===== config.mk =====
export PLATFORM = sky130hd
export DESIGN_NAME = gtp_ctrl
export DESIGN_NICKNAME = d
export VERILOG_FILES = /design/src/hw/rtl/gtp_pkg.sv /design/src/hw/rtl/gtp_ctrl.sv
export SDC_FILE = /design/constraint.sdc
export NUM_CORES = 1
export LEC_CHECK = 0
export ABC_AREA = 1
export BUFFER_PORTS_ARGS = -buffer_cell sky130_fd_sc_hd__buf_2
export CAP_MARGIN = 5
export CORE_AREA = 2 2 39 41
export DETAILED_ROUTE_END_ITERATION = 8
export DIE_AREA = 0 0 41 43
export MAX_ROUTING_LAYER = met4
export PLACE_DENSITY = 0.71
export REMOVE_ABC_BUFFERS = 1
export SLEW_MARGIN = 15
export SYNTH_ARGS = -nofsm -noshare
export SYNTH_HDL_FRONTEND = slang
export SYNTH_SLANG_ARGS = --single-unit

===== constraint.sdc =====
create_clock -name clk -period 2.25 [get_ports clk]
set_input_delay 0.1125 -clock clk [delete_from_list [all_inputs] [get_ports clk]]
set_output_delay 0.1125 -clock clk [all_outputs]
set_load 0.005 [all_outputs]

===== src/hw/rtl/gtp_pkg.sv =====
// ----------------------------------------------------------------------------
// gtp_pkg
// Shared constants, codes and controller/datapath types for the threshold
// propagation engine.
// ----------------------------------------------------------------------------
`default_nettype none

package gtp_pkg;

  localparam int MaxVertices   = 1024;
  localparam int MaxEntries    = 8192;
  localparam int VidW          = $clog2(MaxVertices);
  localparam int CntW          = VidW + 1;
  localparam int EntW          = $clog2(MaxEntries);
  localparam int FillW         = EntW + 1;
  localparam int LenW          = 10;
  localparam int ThrW          = 11;

  localparam logic [LenW-1:0] LenMax = '1;

  localparam logic [2:0] MODE_LOAD   = 3'd0;
  localparam logic [2:0] MODE_APPEND = 3'd1;
  localparam logic [2:0] MODE_SEED   = 3'd2;
  localparam logic [2:0] MODE_RUN    = 3'd3;
  localparam logic [2:0] MODE_QUERY  = 3'd4;

  localparam logic [1:0] ST_UNAWARE  = 2'd0;
  localparam logic [1:0] ST_AWARE    = 2'd1;
  localparam logic [1:0] ST_SPREADER = 2'd2;

  localparam logic KIND_RUN   = 1'b0;
  localparam logic KIND_QUERY = 1'b1;

  typedef enum logic [3:0] {
    OP_NOP,
    OP_CLR,
    OP_LOAD,
    OP_APPEND,
    OP_SEED,
    OP_RUN_INIT,
    OP_SCAN_RD,
    OP_SCAN_WR,
    OP_ROUND_START,
    OP_FINISH,
    OP_SPR_RD,
    OP_SPR_ADDR,
    OP_SPR_LATCH,
    OP_NB_RD,
    OP_NB_U,
    OP_NB_UPD
  } cmd_op_t;

  typedef enum logic [1:0] {
    EMIT_NONE,
    EMIT_RUN,
    EMIT_QUERY
  } emit_t;

  typedef struct packed {
    cmd_op_t op;
    emit_t   emit;
    logic    query_rd;
  } dp_cmd_t;

  typedef struct packed {
    logic clr_last;
    logic scan_more;
    logic round_go;
    logic spr_more;
    logic nb_more;
    logic u_ok;
    logic can_emit;
  } dp_status_t;

endpackage

`default_nettype wire


===== src/hw/rtl/gtp_ctrl.sv =====
// ----------------------------------------------------------------------------
// gtp_ctrl
// Sequencer for store clearing, loads, the spread run and queries.
// ----------------------------------------------------------------------------
`default_nettype none

module gtp_ctrl (
  input  wire logic                clk,
  input  wire logic                rst_n,
  input  wire logic                in_valid,
  output logic                     in_ready,
  input  wire logic [2:0]          mode,
  input  wire gtp_pkg::dp_status_t status,
  output gtp_pkg::dp_cmd_t         cmd
);
  import gtp_pkg::*;

  typedef enum logic [3:0] {
    S_CLR, S_IDLE, S_SCAN_RD, S_SCAN_WR, S_ROUND, S_SPR, S_SPR2, S_SPR3,
    S_NB, S_NB_U, S_NB_UPD, S_EMIT_RUN, S_EMIT_Q
  } state_t;

  state_t state_r, state_nxt;

  assign in_ready = (state_r == S_IDLE);

  always_comb begin
    state_nxt    = state_r;
    cmd.op       = OP_NOP;
    cmd.emit     = EMIT_NONE;
    cmd.query_rd = 1'b0;
    unique case (state_r)
      S_CLR: begin
        cmd.op = OP_CLR;
        if (status.clr_last) state_nxt = S_IDLE;
      end
      S_IDLE: begin
        if (in_valid) begin
          case (mode)
            MODE_LOAD:   cmd.op = OP_LOAD;
            MODE_APPEND: cmd.op = OP_APPEND;
            MODE_SEED:   cmd.op = OP_SEED;
            MODE_RUN: begin
              cmd.op    = OP_RUN_INIT;
              state_nxt = S_SCAN_RD;
            end
            MODE_QUERY: begin
              cmd.query_rd = 1'b1;
              state_nxt    = S_EMIT_Q;
            end
            default: ;
          endcase
        end
      end
      S_SCAN_RD: begin
        if (status.scan_more) begin
          cmd.op    = OP_SCAN_RD;
          state_nxt = S_SCAN_WR;
        end else begin
          state_nxt = S_ROUND;
        end
      end
      S_SCAN_WR: begin
        cmd.op    = OP_SCAN_WR;
        state_nxt = S_SCAN_RD;
      end
      S_ROUND: begin
        if (status.round_go) begin
          cmd.op    = OP_ROUND_START;
          state_nxt = S_SPR;
        end else begin
          cmd.op    = OP_FINISH;
          state_nxt = S_EMIT_RUN;
        end
      end
      S_SPR: begin
        if (status.spr_more) begin
          cmd.op    = OP_SPR_RD;
          state_nxt = S_SPR2;
        end else begin
          state_nxt = S_ROUND;
        end
      end
      S_SPR2: begin
        cmd.op    = OP_SPR_ADDR;
        state_nxt = S_SPR3;
      end
      S_SPR3: begin
        cmd.op    = OP_SPR_LATCH;
        state_nxt = S_NB;
      end
      S_NB: begin
        if (status.nb_more) begin
          cmd.op    = OP_NB_RD;
          state_nxt = S_NB_U;
        end else begin
          state_nxt = S_SPR;
        end
      end
      S_NB_U: begin
        cmd.op    = OP_NB_U;
        state_nxt = status.u_ok ? S_NB_UPD : S_NB;
      end
      S_NB_UPD: begin
        cmd.op    = OP_NB_UPD;
        state_nxt = S_NB;
      end
      S_EMIT_RUN: begin
        if (status.can_emit) begin
          cmd.emit  = EMIT_RUN;
          state_nxt = S_IDLE;
        end
      end
      S_EMIT_Q: begin
        if (status.can_emit) begin
          cmd.emit  = EMIT_QUERY;
          state_nxt = S_IDLE;
        end
      end
      default: state_nxt = S_IDLE;
    endcase
  end

  always_ff @(posedge clk) begin
    if (!rst_n) begin
      state_r <= S_CLR;
    end else begin
      state_r <= state_nxt;
    end
  end

endmodule

`default_nettype wire


# Word-level counts from Yosys, hierarchy flattened
# Cells that the tools add are included.
[word_totals]
input_bits = 13
register_bits = 4
word_cells = 49
[op_classes]
mux = 23
n_reduce_logical = 5
eq_ne = 20
[op_table]
columns = ["operator", "n"]
rows = [
  ["4-bit case mux with 11 select lines", 2],
  ["4-bit two-way mux", 7],
  ["4-bit equality test (second input constant)", 5],
  ["4-bit by 3-bit equality test with 1-bit output (second input constant)", 4],
  ["3-bit case mux with 4 select lines", 1],
  ["3-bit two-way mux", 3],
  ["4-bit by 2-bit equality test with 1-bit output (second input constant)", 2],
  ["4-bit case mux with 2 select lines", 1],
  ["3-bit by 2-bit equality test with 1-bit output (second input constant)", 2],
  ["2-bit two-way mux", 3],
  ["1-bit two-way mux", 5],
  ["4-bit by 1-bit equality test with 1-bit output (second input constant)", 1],
  ["4-bit zero test", 1],
  ["2-bit inequality test (second input constant)", 2],
  ["2-bit case mux with 2 select lines", 1],
  ["4-bit AND reduction", 1],
  ["2-bit OR reduction", 2],
  ["3-bit by 1-bit equality test with 1-bit output (second input constant)", 1],
  ["3-bit equality test (second input constant)", 1],
  ["3-bit zero test", 1],
  ["3-bit by 1-bit inequality test with 1-bit output (second input constant)", 1],
  ["2-bit by 1-bit inequality test with 1-bit output (second input constant)", 1],
]

# Logic depth before layout (Yosys ltp)
[depth]
word_depth = 4
ltp_mapped = 9
mapped_depth_nobuf = 9

# Worst setup path before layout
# Ideal clock, no wire load.
[synth_path]
path_kind = "register to register"
from = "register state_r[0]"
to = "register state_r[1]"
path_stages_with_launch = 9
path_slack_ps = 1058
n_path_buf = 0
t_arrival_ps = 1076
required_time_ps = 2134
period_less_slack_ps = 1192
path_cell_list = "dfxtp_1 nor2_1 nand2_1 nand2_1 nand2_2 nand2_1 nor2_2 nand2_1 a21oi_1"
[synth_via]
elab_chain_cells = 4
elab_cells_between_ends = 21
[synth_lines]
columns = ["item", "line", "source"]
rows = [
  ["from (decl)", "gtp_ctrl.sv:23", "state_t state_r, state_nxt;"],
  ["from (signal assigned)", "gtp_ctrl.sv:128", "state_r <= state_nxt;"],
  ["4-bit equality test", "gtp_ctrl.sv:32", "unique case (state_r)"],
  ["2-bit OR reduction (no line)", "n/a", ""],
  ["2-bit by 1-bit inequality test with 1-bit output (no line)", "n/a", ""],
  ["4-bit AND reduction (no line)", "n/a", ""],
]
# Parallel ways exist; a longest one is shown, timed or not.
# A chain may end at the register's enable or synchronous reset.

==> metrics.cfg <==
[final_layout]
regArea_sq_um = 80.1
diodes = 0
synthToLayoutAreaGrowth_pct = 25.2
regMostFlops = state_r
final_core_utilization_pct = 51.3
reg.largest.list = state_r (4)
fin_nets = 148
nFillCells = 169
multi_input_area_sq_um = 438
drive_gt1_share_pct = 25.6
largest_reg_flops = 4

[worst_setup_path]
startpoint_type = flop
critPathCaptureType = primary output
worst-setup-path-type = reg2out
crit_required_ps = 2140
path_max_fanout = 7
arrival_ps = 1580

[worst_hold_path]
hold_path_class = in2reg

[synth]
synth-seq-cells = 4
synth_cells = 110
yosysSeqAreaShare_pct = 14.1
syn_area_sq_um = 567
synth_area_per_cell_sq_um = 5.15
yosysUniqueCellTypes = 16
synth_warnings = 0

[route]
drtAntennaViolNets = 0
drtIter0Drc = 16
drc = 0
dr.pass1.iters = 4
wirelength_um = 1520
wl_per_cell_um = 10.2
vias = 725
vias_per_cell = 4.87

[clocking]
ctsHoldBuffers = 0
insertion_delay_ps = 230
clk_path_buf_depth = 2
numCtsBuffers = 3
clock-sinks = 4
h-tree-depth = 1
cts_setup_buffers = 0
clkTransAtPathRegs_ps = 30
cts.repair.resized = 0
cts_tree = yes
cts_root_buffer = clkbuf_4

[grt]
grt_max_degree = 8
track_usage_pct = 20.0
antenna_found_initial = 0
grt_overflow_total = 0
grt_pass1_wl_um = 2460
first_global_vias = 665

[die]
start_util_pct = 41.0
fp-row-count = 14
die-width_um = 41
io_pins = 21
die-area_sq_um = 1760
die_h_um = 43
core_area_sq_um = 1380

[placement]
dp_hpwl_um = 1290
routabilityCongestion = 0.824
io_buffers = 20

[timing]
fin_setup_tns_ps = 0
relSlewSlack_pct = 72.7
hold_viol_final = 0
finalCritPeriodShare_pct = 75.0
worstMarginPinSlew_ps = 409
period_needed_ps = 1690
fmaxAchievable_mhz = 592
final_max_slew_viol_count = 0
setup_viol = 0
fin_skew_ps = 1.28
rsz0062_at_grt = no

[outcome]
status = finished clean

[power]
pwr-share-clk_pct = 14.2
p_per_area_nw_per_um2 = 833
ir_drop_uv = 419
p_leak_nw = 0.445
p_int_mw = 0.291
p_sw_mw = 0.301
swShare_pct = 50.9
pwr-share-comb_pct = 65.5
pwr-share-seq_pct = 20.3

[flow_run]
cap_viol_max_count = 0

[power by group through the flow]
stage | Sequential [mW] | Combinational (mW) | Clock (mW)
after global routing | 0.124 | 0.447 | 0.0971
after CTS | 0.119 | 0.388 | 0.0889
after floorplan | 0.114 | 0.282 | 0
after global placement | 0.119 | 0.385 | 0
final | 0.120 | 0.388 | 0.0837
after detailed placement | 0.120 | 0.387 | 0
[path summary, 6_finish.rpt]
path / cells after the start / from / slack [ps] / endpoint
hold reg to reg: 2 / state_r[2]$_SDFFE_PN0P_ / 540 / state_r[2]$_SDFFE_PN0P_
hold / removal: 3 / rst_n / 160 / state_r[1]$_SDFFE_PN0P_
setup / recovery: 7 / state_r[0]$_SDFFE_PN0P_ / 560 / cmd[3]
setup reg to reg: 8 / state_r[1]$_SDFFE_PN0P_ / 820 / state_r[1]$_SDFFE_PN0P_
[Yosys cell counts (all sizes together)]
library cell,n,area share [%]
nor3,3,3.5
dfxtp,4,14
nand4,1,1.1
o21ai,1,0.88
inv,13,8.6
a211oi,1,1.3
nand3b,4,5.3
nand2,46,32
nand3,8,8.8
nor2,23,19
a21oi,6,5.3
[critical path, stage by stage (launching register included)]
cell     delay [ps]
dfxtp_1         420
inv_1            80
nor2_1          270
nand2_2         130
nor3_2          180
a21oi_1          90
nand2_1          70
buf_2           100
[stage by stage]
stage | instances | area [sq um] | hold slack [ps] | power, mW | worst slack, ps
2_1_floorplan | 110 | 567 | 283 | 0.396 | 1060
3_3_place_gp | 146 | 687 | 385 | 0.504 | 813
3_5_place_dp | 146 | 687 | 399 | 0.507 | 786
4_1_cts | 149 | 709 | 159 | 0.596 | 533
5_1_grt | 149 | 709 | 172 | 0.668 | 370
6_report | 149 | 709 | 161 | 0.591 | 562
[cell type report]
type	instances	area share, %
Sequential cell	4	11.3
Timing Repair Buffer	20	14.1
Inverter	13	6.88
Clock buffer	3	3.17
Tap cell	16	2.82
Multi-Input combinational cell	93	61.7
[routing by layer]
metal  GRT usage (%)  vias to the layer above  part of all wire [%]
li1                -                      393                     -
met1            20.6                      307                    42
met2            33.4                       23                    52
met3            3.66                        2                   5.1
met4            10.7                        0                  0.53
met5               -                        -                     0
[cell families after synthesis]
family / synth area share (%)
AND/OR/NAND/NOR: 69.8
buffers and inverters: 8.61
flip-flops: 14.1
AO/OA/AOI/OAI: 7.51
[cell usage in the layout (no fill, tap or decap), types with 4 or more instances in the layout]
master and instances:
nand3_1 6, dfxtp_1 4, nor2_1 18, nand2_1 43
a21oi_1 6, nand3b_1 4, inv_1 13, buf_2 20
No activity file was read; power rests on OpenSTA's default activity.
